<file path="src/sv/b64u_pkg.sv">
package b64u_pkg;

    localparam logic [6:0] CodeInvalid = 7'd64;
    localparam logic [6:0] CodeSlash   = 7'd63;
    localparam logic [6:0] CodePlus    = 7'd62;
    localparam logic [7:0] ChSlash     = 8'h2F;
    localparam logic [7:0] ChBackslash = 8'h5C;
    localparam logic [7:0] ChPlus      = 8'h2B;

    // Quad assembly state for one string
    typedef struct packed {
        logic [2:0][6:0] sext;
        logic [1:0]      pos;
        logic            bs;
        logic            err;
    } state_t;

    // Results caused by one input beat: up to three bytes, then the end result on a string's last beat
    typedef struct packed {
        logic [2:0][7:0] bytes;
        logic [2:0]      byte_en;
        logic            eos;
        logic            err;
    } bundle_t;

    typedef struct packed {
        state_t          st;
        logic [2:0][7:0] bytes;
        logic [2:0]      en;
    } feed_t;

    function automatic logic [6:0] sextet_of(logic [7:0] ch);
        logic [6:0] code;
        code = CodeInvalid;
        if (ch inside {[8'h41:8'h5A]}) begin
            code = 7'(ch - 8'h41);
        end else if (ch inside {[8'h61:8'h7A]}) begin
            code = 7'(ch - 8'h61 + 8'd26);
        end else if (ch inside {[8'h30:8'h39]}) begin
            code = 7'(ch - 8'h30 + 8'd52);
        end else if (ch == ChPlus) begin
            code = CodePlus;
        end else if (ch == ChSlash) begin
            code = CodeSlash;
        end
        return code;
    endfunction

    // Push one sextet code into the quad; on the fourth, decode the quad.
    function automatic feed_t feed(state_t s, logic [6:0] code);
        feed_t      r;
        logic [6:0] a;
        logic [6:0] b;
        logic [6:0] c;
        r.st    = s;
        r.bytes = '0;
        r.en    = '0;
        a       = s.sext[0];
        b       = s.sext[1];
        c       = s.sext[2];
        if (s.pos != 2'd3) begin
            r.st.sext[s.pos] = code;
            r.st.pos         = s.pos + 2'd1;
        end else begin
            r.st.pos = 2'd0;
            if (!s.err) begin
                if (a == CodeInvalid || b == CodeInvalid) begin
                    r.st.err = 1'b1;
                end else begin
                    r.en[0]    = 1'b1;
                    r.en[1]    = (c != CodeInvalid);
                    r.en[2]    = (code != CodeInvalid);
                    r.bytes[0] = {a[5:0], b[5:4]};
                    r.bytes[1] = {b[3:0], c[5:2]};
                    // c invalid leaves c[1:0] = 0, so the byte is d itself
                    r.bytes[2] = {c[1:0], code[5:0]};
                end
            end
        end
        return r;
    endfunction

endpackage

</file>
<file path="src/sv/b64u_step.sv">
module b64u_step
    import b64u_pkg::*;
(
    input  state_t     state,
    input  logic [7:0] char_in,
    input  logic       has_char,
    input  logic       is_last,
    output state_t     state_next,
    output bundle_t    bundle
);

    always_comb
    begin
        logic       fv0;
        logic       fv1;
        logic [6:0] c0;
        logic [6:0] c1;
        logic       bs;
        feed_t      f0;
        feed_t      f1;
        state_t     s1;
        state_t     s2;

        fv0 = 1'b0;
        fv1 = 1'b0;
        c0  = CodeInvalid;
        c1  = CodeInvalid;
        bs  = state.bs;

        // Up to two sextet codes per beat: a stale backslash, then the char
        if (has_char) begin
            if (state.bs) begin
                bs  = 1'b0;
                fv0 = 1'b1;
                if (char_in == ChSlash) begin
                    c0 = CodeSlash;
                end else begin
                    c0 = CodeInvalid;
                    if (char_in == ChBackslash) begin
                        bs = 1'b1;
                    end else begin
                        fv1 = 1'b1;
                        c1  = sextet_of(char_in);
                    end
                end
            end else if (char_in == ChBackslash) begin
                bs = 1'b1;
            end else begin
                fv0 = 1'b1;
                c0  = sextet_of(char_in);
            end
        end

        // Backslash left pending at the end goes in as an invalid char
        if (is_last && bs) begin
            bs = 1'b0;
            if (fv0) begin
                fv1 = 1'b1;
                c1  = CodeInvalid;
            end else begin
                fv0 = 1'b1;
                c0  = CodeInvalid;
            end
        end

        f0 = feed(state, c0);
        s1 = fv0 ? f0.st : state;
        f1 = feed(s1, c1);
        s2 = fv1 ? f1.st : s1;
        s2.bs = bs;

        // At most one quad completes per beat
        bundle.byte_en = (fv0 ? f0.en : 3'b000) | (fv1 ? f1.en : 3'b000);
        bundle.bytes   = (fv0 && (|f0.en)) ? f0.bytes : f1.bytes;
        bundle.eos     = is_last;
        bundle.err     = s2.err;

        state_next = is_last ? '0 : s2;
    end

endmodule

</file>
<file path="src/sv/b64u_serializer.sv">
module b64u_serializer
    import b64u_pkg::*;
(
    input  logic       clk,
    input  logic       rst_n,
    input  logic       load,
    input  bundle_t    bundle,
    output logic       take_ok,
    output logic       result_valid,
    input  logic       result_ready,
    output logic [7:0] data_byte,
    output logic       byte_valid,
    output logic       end_of_string,
    output logic       decode_error
);

    bundle_t    bundle_reg;
    logic [3:0] pend_reg;
    logic [3:0] pend_next;
    logic       out_fire;
    logic       last_beat;

    assign result_valid = |pend_reg;
    assign out_fire     = result_valid && result_ready;
    assign last_beat    = $onehot(pend_reg);
    // Next beat can enter while the last pending result leaves
    assign take_ok      = (pend_reg == 4'b0000) || (last_beat && result_ready);

    always_comb
    begin
        pend_next = pend_reg;
        if (out_fire) begin
            pend_next = pend_reg & (pend_reg - 4'd1);
        end
        if (load) begin
            pend_next = {bundle.eos, bundle.byte_en};
        end
    end

    always_ff @(posedge clk or negedge rst_n)
    begin
        if (!rst_n) begin
            pend_reg <= 4'b0000;
        end else begin
            pend_reg <= pend_next;
        end
    end

    always_ff @(posedge clk)
    begin
        if (load) begin
            bundle_reg <= bundle;
        end
    end

    always_comb
    begin
        data_byte     = 8'h00;
        byte_valid    = |pend_reg[2:0];
        end_of_string = 1'b0;
        decode_error  = 1'b0;
        if (pend_reg[0]) begin
            data_byte = bundle_reg.bytes[0];
        end else if (pend_reg[1]) begin
            data_byte = bundle_reg.bytes[1];
        end else if (pend_reg[2]) begin
            data_byte = bundle_reg.bytes[2];
        end else if (pend_reg[3]) begin
            end_of_string = 1'b1;
            decode_error  = bundle_reg.err;
        end
    end

    a_load_shows: assert property (@(posedge clk) disable iff (!rst_n)
        load && (bundle.eos || (|bundle.byte_en)) |=> result_valid)
        else $error("loaded results not presented");

    a_no_overrun: assert property (@(posedge clk) disable iff (!rst_n)
        ($countones(pend_reg) > 1) |-> !take_ok)
        else $error("new beat taken while results still queued");

    a_drain_one: assert property (@(posedge clk) disable iff (!rst_n)
        out_fire && !last_beat |=>
            ($countones(pend_reg) == $countones($past(pend_reg)) - 1))
        else $error("drain step lost or repeated a result");

endmodule

</file>
<file path="src/sv/base64_decoder_with_slash_unescape.sv">
// Channel | Handshake                  | Payload
// char    | char_valid / char_ready    | char_in[7:0], has_char, is_last
// result  | result_valid / result_ready| data_byte[7:0], byte_valid,
//         |                            | end_of_string, decode_error
//
// A char beat is decoded in the cycle it is accepted; its results (0 to 4)
// appear on the result port from the next cycle, one per cycle while
// result_ready is high. A beat giving at most one result allows a new
// char beat every cycle while result_ready is high; a beat giving more
// results holds char_ready low while the output drains. rst_n clears the
// quad state and drops any queued results. result_ready low stalls the
// output and, while any result is queued, the char side too.
module base64_decoder_with_slash_unescape
    import b64u_pkg::*;
(
    input  logic       clk,
    input  logic       rst_n,
    input  logic       char_valid,
    output logic       char_ready,
    input  logic [7:0] char_in,
    input  logic       has_char,
    input  logic       is_last,
    output logic       result_valid,
    input  logic       result_ready,
    output logic [7:0] data_byte,
    output logic       byte_valid,
    output logic       end_of_string,
    output logic       decode_error
);

    state_t  state_reg;
    state_t  state_next;
    bundle_t bundle;
    logic    char_fire;

    assign char_fire = char_valid && char_ready;

    b64u_step u_step (
        .state      (state_reg),
        .char_in    (char_in),
        .has_char   (has_char),
        .is_last    (is_last),
        .state_next (state_next),
        .bundle     (bundle)
    );

    b64u_serializer u_ser (
        .clk           (clk),
        .rst_n         (rst_n),
        .load          (char_fire),
        .bundle        (bundle),
        .take_ok       (char_ready),
        .result_valid  (result_valid),
        .result_ready  (result_ready),
        .data_byte     (data_byte),
        .byte_valid    (byte_valid),
        .end_of_string (end_of_string),
        .decode_error  (decode_error)
    );

    always_ff @(posedge clk or negedge rst_n)
    begin
        if (!rst_n) begin
            state_reg <= '0;
        end else if (char_fire) begin
            state_reg <= state_next;
        end
    end

    a_string_restart: assert property (@(posedge clk) disable iff (!rst_n)
        char_fire && is_last |=> (state_reg == '0))
        else $error("quad state not cleared after end of string");

endmodule

</file>
<file path="config.mk">
export PLATFORM = sky130hd
export DESIGN_NAME = base64_decoder_with_slash_unescape
export DESIGN_NICKNAME = d
export VERILOG_FILES = /design/src/sv/b64u_pkg.sv /design/src/sv/b64u_step.sv /design/src/sv/b64u_serializer.sv /design/src/sv/base64_decoder_with_slash_unescape.sv
export SDC_FILE = /design/constraint.sdc
export NUM_CORES = 1
export LEC_CHECK = 0
export BUFFER_PORTS_ARGS = -buffer_cell sky130_fd_sc_hd__buf_4
export CAP_MARGIN = 20
export CORE_ASPECT_RATIO = 0.6
export CORE_MARGIN = 3
export CORE_UTILIZATION = 45
export CTS_CLUSTER_SIZE = 16
export DETAILED_ROUTE_END_ITERATION = 10
export MAX_ROUTING_LAYER = met4
export PLACE_DENSITY = 0.67
export REMOVE_ABC_BUFFERS = 1
export SYNTH_ARGS = -nofsm -noshare
export SYNTH_HDL_FRONTEND = slang
export SYNTH_SLANG_ARGS = --single-unit
</file>
<file path="constraint.sdc">
create_clock -name clk -period 6.6 [get_ports clk]
set_input_delay 0.33 -clock clk [delete_from_list [all_inputs] [get_ports clk]]
set_output_delay 0.33 -clock clk [all_outputs]
set_load 0.02 [all_outputs]
</file>
======== Word-level counts from Yosys, hierarchy flattened ========
Index checks and enable logic that the tools add are counted.
storage, ports and cells
  input bits .............................. 14
  bits in registers ....................... 54
  bits in read-only memories .............. 0
  bits in writable memories ............... 0
  bits in latches ......................... 0
  memories kept ........................... 0
cells by class
  div/mod/pow operators ................... 0
  shift operators ......................... 0
  reduce and logical (&&, ||, !) cells .... 18
  add/subtract/negate cells ............... 11
  multiplexer cells ....................... 71
  magnitude comparators ................... 10
  bitwise logic cells ..................... 2
  multiply operators ...................... 0
  equal/unequal tests ..................... 14
operator list
  kind                                                                              number
  7-bit 2-to-1 mux                                                                  22
  28-bit 2-to-1 mux                                                                 4
  25-bit 2-to-1 mux                                                                 3
  27-bit 2-to-1 mux                                                                 2
  21-bit bitwise mux                                                                2
  21-bit 2-to-1 mux                                                                 2
  7-bit demux with 2-bit select                                                     2
  7-bit equality test, second input constant                                        4
  7-bit != test, second input constant                                              4
  1-bit 2-to-1 mux                                                                  24
  24-bit 2-to-1 mux                                                                 1
  8-bit 2-to-1 mux                                                                  3
  8-bit by 6-bit equality test with 1-bit output, second input constant             2
  8-bit by 7-bit >= comparator with 1-bit output, second input constant             2
  8-bit by 7-bit less-or-equal comparator with 1-bit output, second input constant  2
  7-bit subtractor, second input constant                                           2
  1-bit logical AND                                                                 10
  8-bit by 7-bit equality test with 1-bit output, second input constant             1
  8-bit by 6-bit >= comparator with 1-bit output, second input constant             1
  8-bit by 6-bit less-or-equal comparator with 1-bit output, second input constant  1
  4-bit 2-to-1 mux                                                                  2
  7-bit by 5-bit adder with 7-bit output, second input constant                     1
  7-bit by 6-bit adder with 7-bit output, second input constant                     1
  7-bit by 6-bit subtractor with 7-bit output, second input constant                1
  other kinds (17)                                                                  27

======== Logic depth before layout (Yosys ltp) ========
Gate-level depths: netlist of run 1.
  word-level depth ........................ 24
  mapped depth ............................ 14
  mapped depth without buffers ............ 14

======== Cells and area by module ========
From an unflattened synthesis of run 1, not the netlist that was laid out.
second synthesis, totals
  cells, all modules ...................... 534
  area, all modules ....................... 4707.0 um^2
modules (own cells, without submodules)
  module                              area each (um^2)  times used  cells an instance
  b64u_step                           2454.9            1           389
  b64u_serializer                     1236.2            1           91
  base64_decoder_with_slash_unescape  1016.0            1           54

======== Worst setup path before layout of run 1 ========
OpenSTA, ideal clock, no wires.
  path kind ............................... flip-flop to flip-flop
  start ................................... reg u_ser.pend_reg[0]
  end ..................................... reg state_reg[0] (netlist name)
  data arrival time ....................... 3.377 ns
  required time ........................... 6.469 ns
  setup time .............................. 0.131 ns
  stages on the path, launching flop included .. 14
  path slack .............................. 3.093 ns
  cell sequence ........................... dfrtp_1 > clkbuf_1 > inv_1 > ha_1 > ha_1 > fa_1 > nand4bb_1 > nand2_1 > nand2_1 > clkinv_1 > nand2_1 > nor2_1 > a21oi_1 > o31ai_1
between the ends
  longest elaborated chain between the ends .. 6
  elaborated cells between the ends (all ways) .. 7
RTL lines
  what                                                          line                                      RTL
  from (decl)                                                   b64u_serializer.sv:18                     logic [3:0] pend_reg;
  from (signal assigned)                                        b64u_serializer.sv:45                     pend_reg <= pend_next;
  1-bit by 1-bit adder with 2-bit output (implied by the code)  b64u_serializer.sv:25                     assign last_beat = $onehot(pend_reg);
  3-bit adder (implied by the code)                             b64u_serializer.sv:25
  3-bit by 1-bit equality test with 1-bit output                b64u_serializer.sv:25
  1-bit logical AND                                             b64u_serializer.sv:27                     assign take_ok = (pend_reg == 4'b0000) || (last_beat && result_ready);
  1-bit logical OR *                                            b64u_serializer.sv:27
  net char_ready                                                base64_decoder_with_slash_unescape.sv:19  output logic char_ready,
  1-bit logical AND *                                           base64_decoder_with_slash_unescape.sv:36  assign char_fire = char_valid && char_ready;
  net char_fire                                                 base64_decoder_with_slash_unescape.sv:34  logic char_fire;
  to (signal assigned)                                          base64_decoder_with_slash_unescape.sv:66  state_reg <= state_next;
  to (decl)                                                     base64_decoder_with_slash_unescape.sv:31  state_t state_reg;
The timed path passes the listed nets; every way through them passes the cells marked *.
A chain may end at the register's enable or synchronous reset.

======== Worst setup path after layout of run 1 ========
  start ................................... reg state_reg[1] (netlist name)
  end ..................................... reg state_reg[17] (netlist name)
between the ends
  longest elaborated chain between the ends .. 13
  elaborated cells between the ends (all ways) .. 31
RTL lines
  what                                                                                                                                   line             RTL
  1-bit 2-to-1 mux                                                                                                                       b64u_step.sv:32  if (state.bs) begin
  1-bit 2-to-1 mux                                                                                                                       b64u_step.sv:31  if (has_char) begin
  1-bit logical AND                                                                                                                      b64u_step.sv:55  if (is_last && bs) begin
  1-bit 2-to-1 mux                                                                                                                       b64u_step.sv:55
  25-bit 2-to-1 mux                                                                                                                      b64u_step.sv:67  s1 = fv0 ? f0.st : state;
  2-bit by 3-bit < comparator with 1-bit output (implied by the code) or 2-bit by 1-bit >= comparator with 1-bit output (tied branches)  b64u_pkg.sv:62   r.st.sext[s.pos] = code;
  1-bit logical AND (implied by the code)                                                                                                b64u_pkg.sv:62
  7-bit 2-to-1 mux (implied by the code)                                                                                                 b64u_pkg.sv:62
  7-bit demux with 2-bit select                                                                                                          -
  21-bit bitwise mux                                                                                                                     b64u_pkg.sv:62
  21-bit 2-to-1 mux                                                                                                                      b64u_pkg.sv:61   if (s.pos != 2'd3) begin
  25-bit 2-to-1 mux *                                                                                                                    b64u_step.sv:69  s2 = fv1 ? f1.st : s1;
  25-bit 2-to-1 mux *                                                                                                                    b64u_step.sv:78  state_next = is_last ? '0 : s2;
Every way passes the cells marked *; elsewhere a longest branch is shown, timed or not.

==> results of run 1 <==
power groups by stage:
| stage | clock (uW) | sequential (uW) | combinational [uW] |
|---|---|---|---|
| finish | 271 | 475 | 552 |
| global route | 292 | 482 | 602 |
| CTS | 276 | 474 | 541 |
| detailed placement | 0 | 481 | 537 |
| global placement | 0 | 480 | 530 |
| floorplan | 0 | 464 | 357 |
synth_stat cells (4+ instances only):
| cell | number |
|---|---|
| sky130_fd_sc_hd__a22oi_1 | 10 |
| sky130_fd_sc_hd__nand3_1 | 17 |
| sky130_fd_sc_hd__o211ai_1 | 4 |
| sky130_fd_sc_hd__and3_1 | 7 |
| sky130_fd_sc_hd__mux2_2 | 4 |
| sky130_fd_sc_hd__clkbuf_1 | 12 |
| sky130_fd_sc_hd__nor3_1 | 8 |
| sky130_fd_sc_hd__a22o_1 | 18 |
| sky130_fd_sc_hd__o21ai_2 | 10 |
| sky130_fd_sc_hd__o31ai_1 | 7 |
| sky130_fd_sc_hd__a32o_1 | 5 |
| sky130_fd_sc_hd__a31oi_1 | 6 |
| sky130_fd_sc_hd__nand2_1 | 71 |
| sky130_fd_sc_hd__edfxtp_1 | 25 |
| sky130_fd_sc_hd__or3_1 | 4 |
| sky130_fd_sc_hd__ha_1 | 23 |
| sky130_fd_sc_hd__a21oi_1 | 19 |
| sky130_fd_sc_hd__xnor2_1 | 6 |
| sky130_fd_sc_hd__dfrtp_1 | 29 |
| sky130_fd_sc_hd__nor2_1 | 29 |
| sky130_fd_sc_hd__mux2i_1 | 26 |
| sky130_fd_sc_hd__o21ai_0 | 34 |
| sky130_fd_sc_hd__o22ai_1 | 4 |
| sky130_fd_sc_hd__nor4b_1 | 4 |
| sky130_fd_sc_hd__inv_1 | 19 |
area by class of cell:
type	instances	area (um^2)
Tap cell	130	163
Timing Repair Buffer	33	250
Clock inverter	2	12.5
Multi-Input combinational cell	383	2700
Sequential cell	54	1480
Inverter	21	78.8
Fill cell	867	4480
Clock buffer	6	139
metrics by stage:
step | setup WS, ps | hold WS, ps
global route | 2060 | 340
detailed placement | 2340 | 282
finish | 2390 | 332
floorplan | 2400 | 34.4
global placement | 2440 | 286
CTS | 2520 | 326
worst max path at each step:
| stage | endpoint | slack [ps] | depth (start not counted) |
|---|---|---|---|
| after CTS | state_reg[17]$_DFFE_PN0P_ | 2520 | 11 |
| after global routing | state_reg[17]$_DFFE_PN0P_ | 2060 | 11 |
| after detailed placement | state_reg[17]$_DFFE_PN0P_ | 2340 | 14 |
| after floorplan | state_reg[0]$_DFFE_PN0P_ | 2400 | 12 |
| final | state_reg[17]$_DFFE_PN0P_ | 2390 | 11 |
| after global placement | state_reg[17]$_DFFE_PN0P_ | 2440 | 14 |
repair_timing:
action / in CTS / in global routing
hold buffers: 1 / 0
endpoints found under the setup margin: 0 / 0
hold endpoints to repair: 29 / 0
cell usage in the layout (no fill, tap or decap), types with 3 or more instances in the layout:
| cell type | netlist | final |
|---|---|---|
| sky130_fd_sc_hd__nor4b_1 | 4 | 4 |
| sky130_fd_sc_hd__o21ai_2 | 10 | 10 |
| sky130_fd_sc_hd__a311oi_2 | 3 | 3 |
| sky130_fd_sc_hd__buf_4 | 1 | 32 |
| sky130_fd_sc_hd__clkbuf_16 | 0 | 5 |
| sky130_fd_sc_hd__nand4bb_1 | 3 | 3 |
| sky130_fd_sc_hd__nand2_1 | 71 | 71 |
| sky130_fd_sc_hd__nand3_1 | 17 | 17 |
| sky130_fd_sc_hd__ha_1 | 23 | 23 |
| sky130_fd_sc_hd__o22ai_1 | 4 | 4 |
| sky130_fd_sc_hd__mux2_2 | 4 | 4 |
| sky130_fd_sc_hd__or3_1 | 4 | 4 |
| sky130_fd_sc_hd__nor3b_1 | 3 | 3 |
| sky130_fd_sc_hd__mux2i_1 | 26 | 26 |
| sky130_fd_sc_hd__edfxtp_1 | 25 | 25 |
| sky130_fd_sc_hd__a21oi_1 | 19 | 19 |
| sky130_fd_sc_hd__o211ai_1 | 4 | 4 |
| sky130_fd_sc_hd__and2_1 | 3 | 3 |
| sky130_fd_sc_hd__a32o_1 | 5 | 5 |
| sky130_fd_sc_hd__and3_1 | 7 | 7 |
| sky130_fd_sc_hd__nor3_1 | 8 | 8 |
| sky130_fd_sc_hd__xnor2_1 | 6 | 6 |
| sky130_fd_sc_hd__a31oi_1 | 6 | 6 |
| sky130_fd_sc_hd__inv_1 | 19 | 19 |
| sky130_fd_sc_hd__a22oi_1 | 10 | 10 |
| sky130_fd_sc_hd__dfrtp_1 | 29 | 29 |
| sky130_fd_sc_hd__a22o_1 | 18 | 18 |
| sky130_fd_sc_hd__nor2_1 | 29 | 29 |
| sky130_fd_sc_hd__o31ai_1 | 7 | 7 |
| sky130_fd_sc_hd__nand2b_1 | 3 | 3 |
| sky130_fd_sc_hd__o21ai_0 | 34 | 34 |
tightest hold or removal path: cells and delay by family:
kind,cells,cell delay (ps)
and+or+nand+nor,2,120
buffers and inverters,1,150
cells by family after synthesis:
logic type | count (synthesis)
AOI/OAI and AO/OA | 151
buffers and inverters | 40
adders and majority gates | 24
xor gates and xnor gates | 8
muxes | 30
DFF | 54
and+or+nand+nor | 170
routing by layer:
layer	vias to the layer above	track usage (%)	routed length (um)
li1	1849	-	-
met1	1983	39.2	6310
met2	268	34.8	5150
met3	26	8.35	1930
met4	0	5.19	166
met5	-	-	0
==> impl_results.md, run 1 <==
* Design internal power at a little under 800 uW
* Most used DFF post-synth: sky130_fd_sc_hd__dfrtp_1
* Startpoint type of the worst setup path: flop
* Static Leak at just over 0.002 uW
* Maximum ir drop on the vdd rail at 0.168 mV
* Post-CTS setup buffer count at 0
* Aggregate global routing overflow at 0
* Area growth from synthesis to final layout at 10.8%
* Insertion delay to the later sink of the worst-skew pair at 300 ps
* Clock-pin slew reported for the worst setup and hold paths after clock tree synthesis at approximately 70 ps
* Number of detailed-routing iterations run before antenna repair at 5
* Total clock buffers created by CTS at 5
* Clock tree from TritonCTS: done
* Relative contribution of sequential cells to total power at approximately 37%
* Crit path cell chain: inv_1 > a21oi_1 > nor2_1 > a21oi_1 > inv_1 > ha_1 > nor4_2 > nand2_1 > o211ai_1 > o21ai_0 > a22o_1
* Final worst clock skew at 11.2 ps
* Peak fanout along the critical path at 9
* Cell count after placement at 619
* Root Buffer Master: sky130_fd_sc_hd__clkbuf_16
* Wire length of the first global-routing pass at 21500 um
* Vias/cell at 6.56
* Remaining max-slew budget at the tightest pin at 33.6%
* Max stage delay cell, worst path: sky130_fd_sc_hd__nor4_2
* Number of antenna violations at the first check in global routing at 0
* Post-route non-filler standard cell count at 629
* Count of buffers inserted at the top-level ports at 26
* Share of flip-flops with an asynchronous set or reset at 53.7%
* Overall power after layout at 1300 uW
* Data arrival time of the critical path at approximately 4400 ps
* Antenna diode instance count at 0
* Worst path required time at just under 7000 ps
* Post-route cell area at about 4800 um^2
* CTS-repair resized insts at 0
* CP Launch Point: state_reg[1]$_DFFE_PN0P_
* Die Area at 10900 um^2
* Synthesized cell area at ~4300 um^2
* Min Clock Period, post-route at ~4200 ps
* Sequential share of the synthesized area at 34.0%
* Number of remaining DRC errors at 0
* Combinational cell fraction of total power at 42.5%
* Routed wire length at 13600 um
* Top-area cell type share of the netlist area at between 15 and 20%
* Pin count of the biggest net entering global routing at 32
* Total setup violations reported at the end of the flow at 0
* RR Endpoint: state_reg[17]$_DFFE_PN0P_
* Number of endpoints with negative hold slack in the final report at 0
* Compound-gate portion of the synthesized area at 26.6%
* Clock share of power at 20.9%
* Type of destination of the critical path: flop
* Final number of max-transition violations at 0
* Min-Delay Endpoint: state_reg[1]$_DFFE_PN0P_
* Count of cells along the worst register-to-register path at 11
* Die X at approximately 130 um
* Cells after synthesis at approximately 480
* Min-Delay Path Class: input port to flop
* Critical Path Max Stage Delay at 770 ps
* Main combinational cell family by area after synthesis: compound AO/OA/AOI/OAI gates
* Worst slew pin tran at 996 ps
* Mean instance size in the synthesized netlist at roughly 9.1 um^2
* Library cell occupying the most area in the post-synthesis netlist: sky130_fd_sc_hd__edfxtp_1
* Vias after detailed routing at 4126
* GRT Util Overall at between 20% and 30%
* Reg-to-Reg Start: state_reg[1]$_DFFE_PN0P_
* Starting Density at 46.8%
* Startpoint of the lowest-slack hold path: has_char
* Warnings, synthesis at 0
* Setup slack on the worst flop-to-flop path at 2390 ps
* Worst Path Class, Setup: flop to flop
* Bufs on Longest Clock Path at 2
* CORE AREA at 9290 um^2
* Via count of the first global-routing pass at 3763
* Rows at 27
* Switching power at between 500 and 600 uW
* Distinct cells, synth at 80
* Final Cycle Share at 63.8%
* Min-Delay Path Depth at 3
* CP bufs+invs at 2
* Portion of netlist area occupied by mux cells at 7.03%
* Die extent in y at 82.1 um
* Number of flops mapped to enable cells by yosys at 25
* Unrepaired setup endpoints after global routing: false
* Simple-Gate Fraction of Synth Area at 19.8%
* Top post-synthesis cells by area: sky130_fd_sc_hd__edfxtp_1 (17%), sky130_fd_sc_hd__dfrtp_1 (17%), sky130_fd_sc_hd__ha_1 (6.6%)
* Switching Share at roughly two fifths
* CP delay by family, top: compound AO/OA/AOI/OAI gates
* Boundary pin count at 27
* Synthesized-area fraction occupied by adder cells at 7.09%
* Result of the run: completed
* Max-cap viol count at 0
* Wirelength per Cell at 21.6 um
* Placed Area at 4650 um^2
* Utilization after layout at about 52%
* Post-Synth XOR/XNOR Area at about 1.6%
* Power per cell area at between 200 and 300 nW/um^2
* Clk sinks at 54
* Post-detailed-placement half-perimeter wirelength at 10300 um
* Last weighted congestion value of the routability-driven placer at 1.00
* Drt initial violations at roughly 660
* Total negative slack for setup checks at 0 ps
* Number of nets still failing antenna checks after routing at 0
* Achievable frequency at 237 MHz
* Fraction of final layout cells sized beyond drive strength 1 at 14.4%
* Number of nets at the end of the flow at 536
* Number of register bits inferred by synthesis at 54
* CTS HTree Levels at 2
Power figures use the tool's default switching activity.
==> run 2, diff against run 1 <==
PLACE_DENSITY = 0.69   (was 0.67)
clock period = 3.75 ns   (was 6.6 ns; I/O delays follow)
==> run 2 against run 1 <==
- sequential share of layout area is 1.1 points lower
- sequential cell count stayed put
- register-to-register slack worse by 2000 ps
- combinational power is 87% higher
- clock skew is 1.8 ps higher
- sequential power is 72% higher
- largest cell class unchanged
==> impl_results.md, run 2 (synthesized netlist as in run 1, its figures left out) <==
* Achievable frequency at 298 MHz (was 237 MHz)
* Min-Delay Endpoint: state_reg[1]$_DFFE_PN0P_ (unchanged)
* Reg-to-Reg Start: u_ser.pend_reg[0]$_DFFE_PN0P_ (was state_reg[1]$_DFFE_PN0P_)
* Post-detailed-placement half-perimeter wirelength at 10700 um (was 10300 um)
* Vias/cell at 6.40 (was 6.56)
* Maximum ir drop on the vdd rail at 0.255 mV (was 0.168 mV)
* Clock share of power at 23.2% (was 20.9%)
* Fraction of final layout cells sized beyond drive strength 1 at 17.9% (was 14.4%)
* Worst slew pin tran at 811 ps (was 996 ps)
* CP Launch Point: u_ser.pend_reg[0]$_DFFE_PN0P_ (was state_reg[1]$_DFFE_PN0P_)
* Insertion delay to the later sink of the worst-skew pair at 310 ps (was 300 ps)
* Routed wire length at 13900 um (was 13600 um)
* Vias after detailed routing at 4153 (was 4126)
* Die extent in y at 82.1 um (unchanged)
* Drt initial violations at 574 (was 657)
* Pin count of the biggest net entering global routing at 30 (was 32)
* Total clock buffers created by CTS at 5 (unchanged)
* Number of nets at the end of the flow at 556 (was 536)
* Starting Density at 46.8% (unchanged)
* Final number of max-transition violations at 0 (unchanged)
* Count of cells along the worst register-to-register path at 12 (was 11)
* Wirelength per Cell at 21.5 um (was 21.6 um)
* Worst Path Class, Setup: flop to flop (unchanged)
* Startpoint of the lowest-slack hold path: has_char (unchanged)
* Final Cycle Share at 89.4% (was 63.8%)
* RR Endpoint: state_reg[0]$_DFFE_PN0P_ (was state_reg[17]$_DFFE_PN0P_)
* Combinational cell fraction of total power at 42.7% (was 42.5%)
* Total setup violations reported at the end of the flow at 0 (unchanged)
* Data arrival time of the critical path at 3530 ps (was 4400 ps)
* Startpoint type of the worst setup path: flop (unchanged)
* Bufs on Longest Clock Path at 2 (unchanged)
* Switching Share at 40.2% (was 40.6%)
* Clock-pin slew reported for the worst setup and hold paths after clock tree synthesis at 80 ps (was 70 ps)
* Area growth from synthesis to final layout at 15.1% (was 10.8%)
* Post-CTS setup buffer count at 0 (unchanged)
* Root Buffer Master: sky130_fd_sc_hd__clkbuf_16 (unchanged)
* CORE AREA at 9290 um^2 (unchanged)
* GRT Util Overall at 26.7% (was 26.4%)
* Antenna diode instance count at 0 (unchanged)
* Static Leak at 0.00214 uW (was 0.00202 uW)
* Count of buffers inserted at the top-level ports at 26 (unchanged)
* Max-cap viol count at 0 (unchanged)
* Last weighted congestion value of the routability-driven placer at 0.989 (was 1.00)
* Min-Delay Path Class: input port to flop (unchanged)
* Wire length of the first global-routing pass at 21600 um (was 21500 um)
* Leading cell types in the layout, fill and taps excluded: sky130_fd_sc_hd__nand2_1 (71), sky130_fd_sc_hd__buf_4 (51), sky130_fd_sc_hd__o21ai_0 (34), sky130_fd_sc_hd__nor2_1 (29), sky130_fd_sc_hd__dfrtp_1 (28) (was sky130_fd_sc_hd__nand2_1 (71), sky130_fd_sc_hd__o21ai_0 (34), sky130_fd_sc_hd__buf_4 (32), sky130_fd_sc_hd__nor2_1 (29), sky130_fd_sc_hd__dfrtp_1 (29))
* Via count of the first global-routing pass at 3715 (was 3763)
* Min Clock Period, post-route at 3350 ps (was 4210 ps)
* Number of nets still failing antenna checks after routing at 0 (unchanged)
* Type of destination of the critical path: flop (unchanged)
* Number of endpoints with negative hold slack in the final report at 0 (unchanged)
* Result of the run: completed (unchanged)
* Remaining max-slew budget at the tightest pin at 45.8% (was 33.6%)
* CTS HTree Levels at 2 (unchanged)
* Aggregate global routing overflow at 0 (unchanged)
* Worst path required time at 3930 ps (was 6790 ps)
* Clock tree from TritonCTS: done (unchanged)
* Final worst clock skew at 13.0 ps (was 11.2 ps)
* Clk sinks at 54 (unchanged)
* Boundary pin count at 27 (unchanged)
* Setup slack on the worst flop-to-flop path at 400 ps (was 2390 ps)
* Relative contribution of sequential cells to total power at 34.1% (was 36.6%)
* Die X at 133 um (unchanged)
* Worst setup timing slack at the placement stage at 163 ps (was 2340 ps)
* Total of fill cells in the finished design at 866 (was 867)
* Switching power at 965 uW (was 528 uW)
* Peak fanout along the critical path at 20 (was 9)
* Number of antenna violations at the first check in global routing at 0 (unchanged)
* Unrepaired setup endpoints after global routing: false (unchanged)
* Power per cell area at 480 nW/um^2 (was 270 nW/um^2)
* Number of remaining DRC errors at 0 (unchanged)
* Design internal power at 1440 uW (was 771 uW)
* Total negative slack for setup checks at 0 ps (unchanged)
* Rows at 27 (unchanged)
* Number of detailed-routing iterations run before antenna repair at 5 (unchanged)
* Die Area at 10900 um^2 (unchanged)
* Min-Delay Path Depth at 3 (unchanged)
* Fin worst setup slack at 397 ps (was 2390 ps)
* Leading cell type in the layout, fill and taps excluded: sky130_fd_sc_hd__nand2_1 (unchanged)
==> run 2: metal layers <==
| metal | vias up | track usage [%] | routed length, um |
|---|---|---|---|
| met3 | 15 | 7.26 | 1810 |
| met5 | - | - | 0 |
| met1 | 1986 | 41.8 | 6930 |
| met4 | 0 | 4.77 | 129 |
| met2 | 262 | 33.5 | 5070 |
| li1 | 1890 | - | - |
==> run 2: worst max path at each step <==
| stage | endpoint | slack, ps | cells past startpoint |
|---|---|---|---|
| 3_5_place_dp | state_reg[8]$_DFFE_PN0P_ | 160 | 9 |
| 2_1_floorplan | state_reg[0]$_DFFE_PN0P_ | -450 | 12 |
| 5_1_grt | state_reg[17]$_DFFE_PN0P_ | 150 | 15 |
| 3_3_place_gp | state_reg[17]$_DFFE_PN0P_ | 280 | 15 |
| 4_1_cts | state_reg[8]$_DFFE_PN0P_ | 140 | 9 |
| 6_report | state_reg[0]$_DFFE_PN0P_ | 400 | 12 |
==> run 2: area by class of cell <==
cell class / count / area, um^2 / share of cell area, %
Clock inverter: 3 / 47.5 / 0.951
Sequential cell: 54 / 1480 / 29.6
Tap cell: 130 / 163 / 3.25
Multi-Input combinational cell: 383 / 2700 / 53.9
Clock buffer: 5 / 125 / 2.50
Timing Repair Buffer: 53 / 413 / 8.26
Inverter: 21 / 78.8 / 1.58
==> run 2: what timing repair did <==
item	in CTS	in global routing
hold endpoints to repair	29	0
hold buffers	1	0
setup endpoints to repair	0	1
resized for setup	0	1
==> run 2: metrics by stage <==
step                cells  instance area [um^2]  hold slack [ps]  total power [uW]  utilization, %
global route          649                  5000              192              2520            53.8
global placement      639                  4810              138              1800            51.8
CTS                   648                  4990              177              2370            53.7
finish                649                  5000              174              2400            53.8
detailed placement    639                  4810              141              1820            51.8
floorplan             458                  4250             -108              1450               -
==> run 2: worst max-delay path: stages, from the launching register on <==
cell and delay, ps:
sky130_fd_sc_hd__dfrtp_2 570, sky130_fd_sc_hd__inv_1 160, sky130_fd_sc_hd__ha_1 320, sky130_fd_sc_hd__ha_1 210, sky130_fd_sc_hd__fa_1 480, sky130_fd_sc_hd__nand4bb_1 120
sky130_fd_sc_hd__nand2_1 70, sky130_fd_sc_hd__nand2_1 160, sky130_fd_sc_hd__clkinv_1 340, sky130_fd_sc_hd__nand2_1 470, sky130_fd_sc_hd__nor2_1 80, sky130_fd_sc_hd__a21oi_1 150
sky130_fd_sc_hd__o31ai_1 90
==> run 2: power by group through the flow <==
stage | Sequential [uW] | Clock, uW | Combinational (uW)
2_1_floorplan | 816 | 0 | 629
3_3_place_gp | 827 | 0 | 971
3_5_place_dp | 828 | 0 | 994
4_1_cts | 816 | 555 | 1000
5_1_grt | 830 | 580 | 1110
6_report | 819 | 557 | 1030
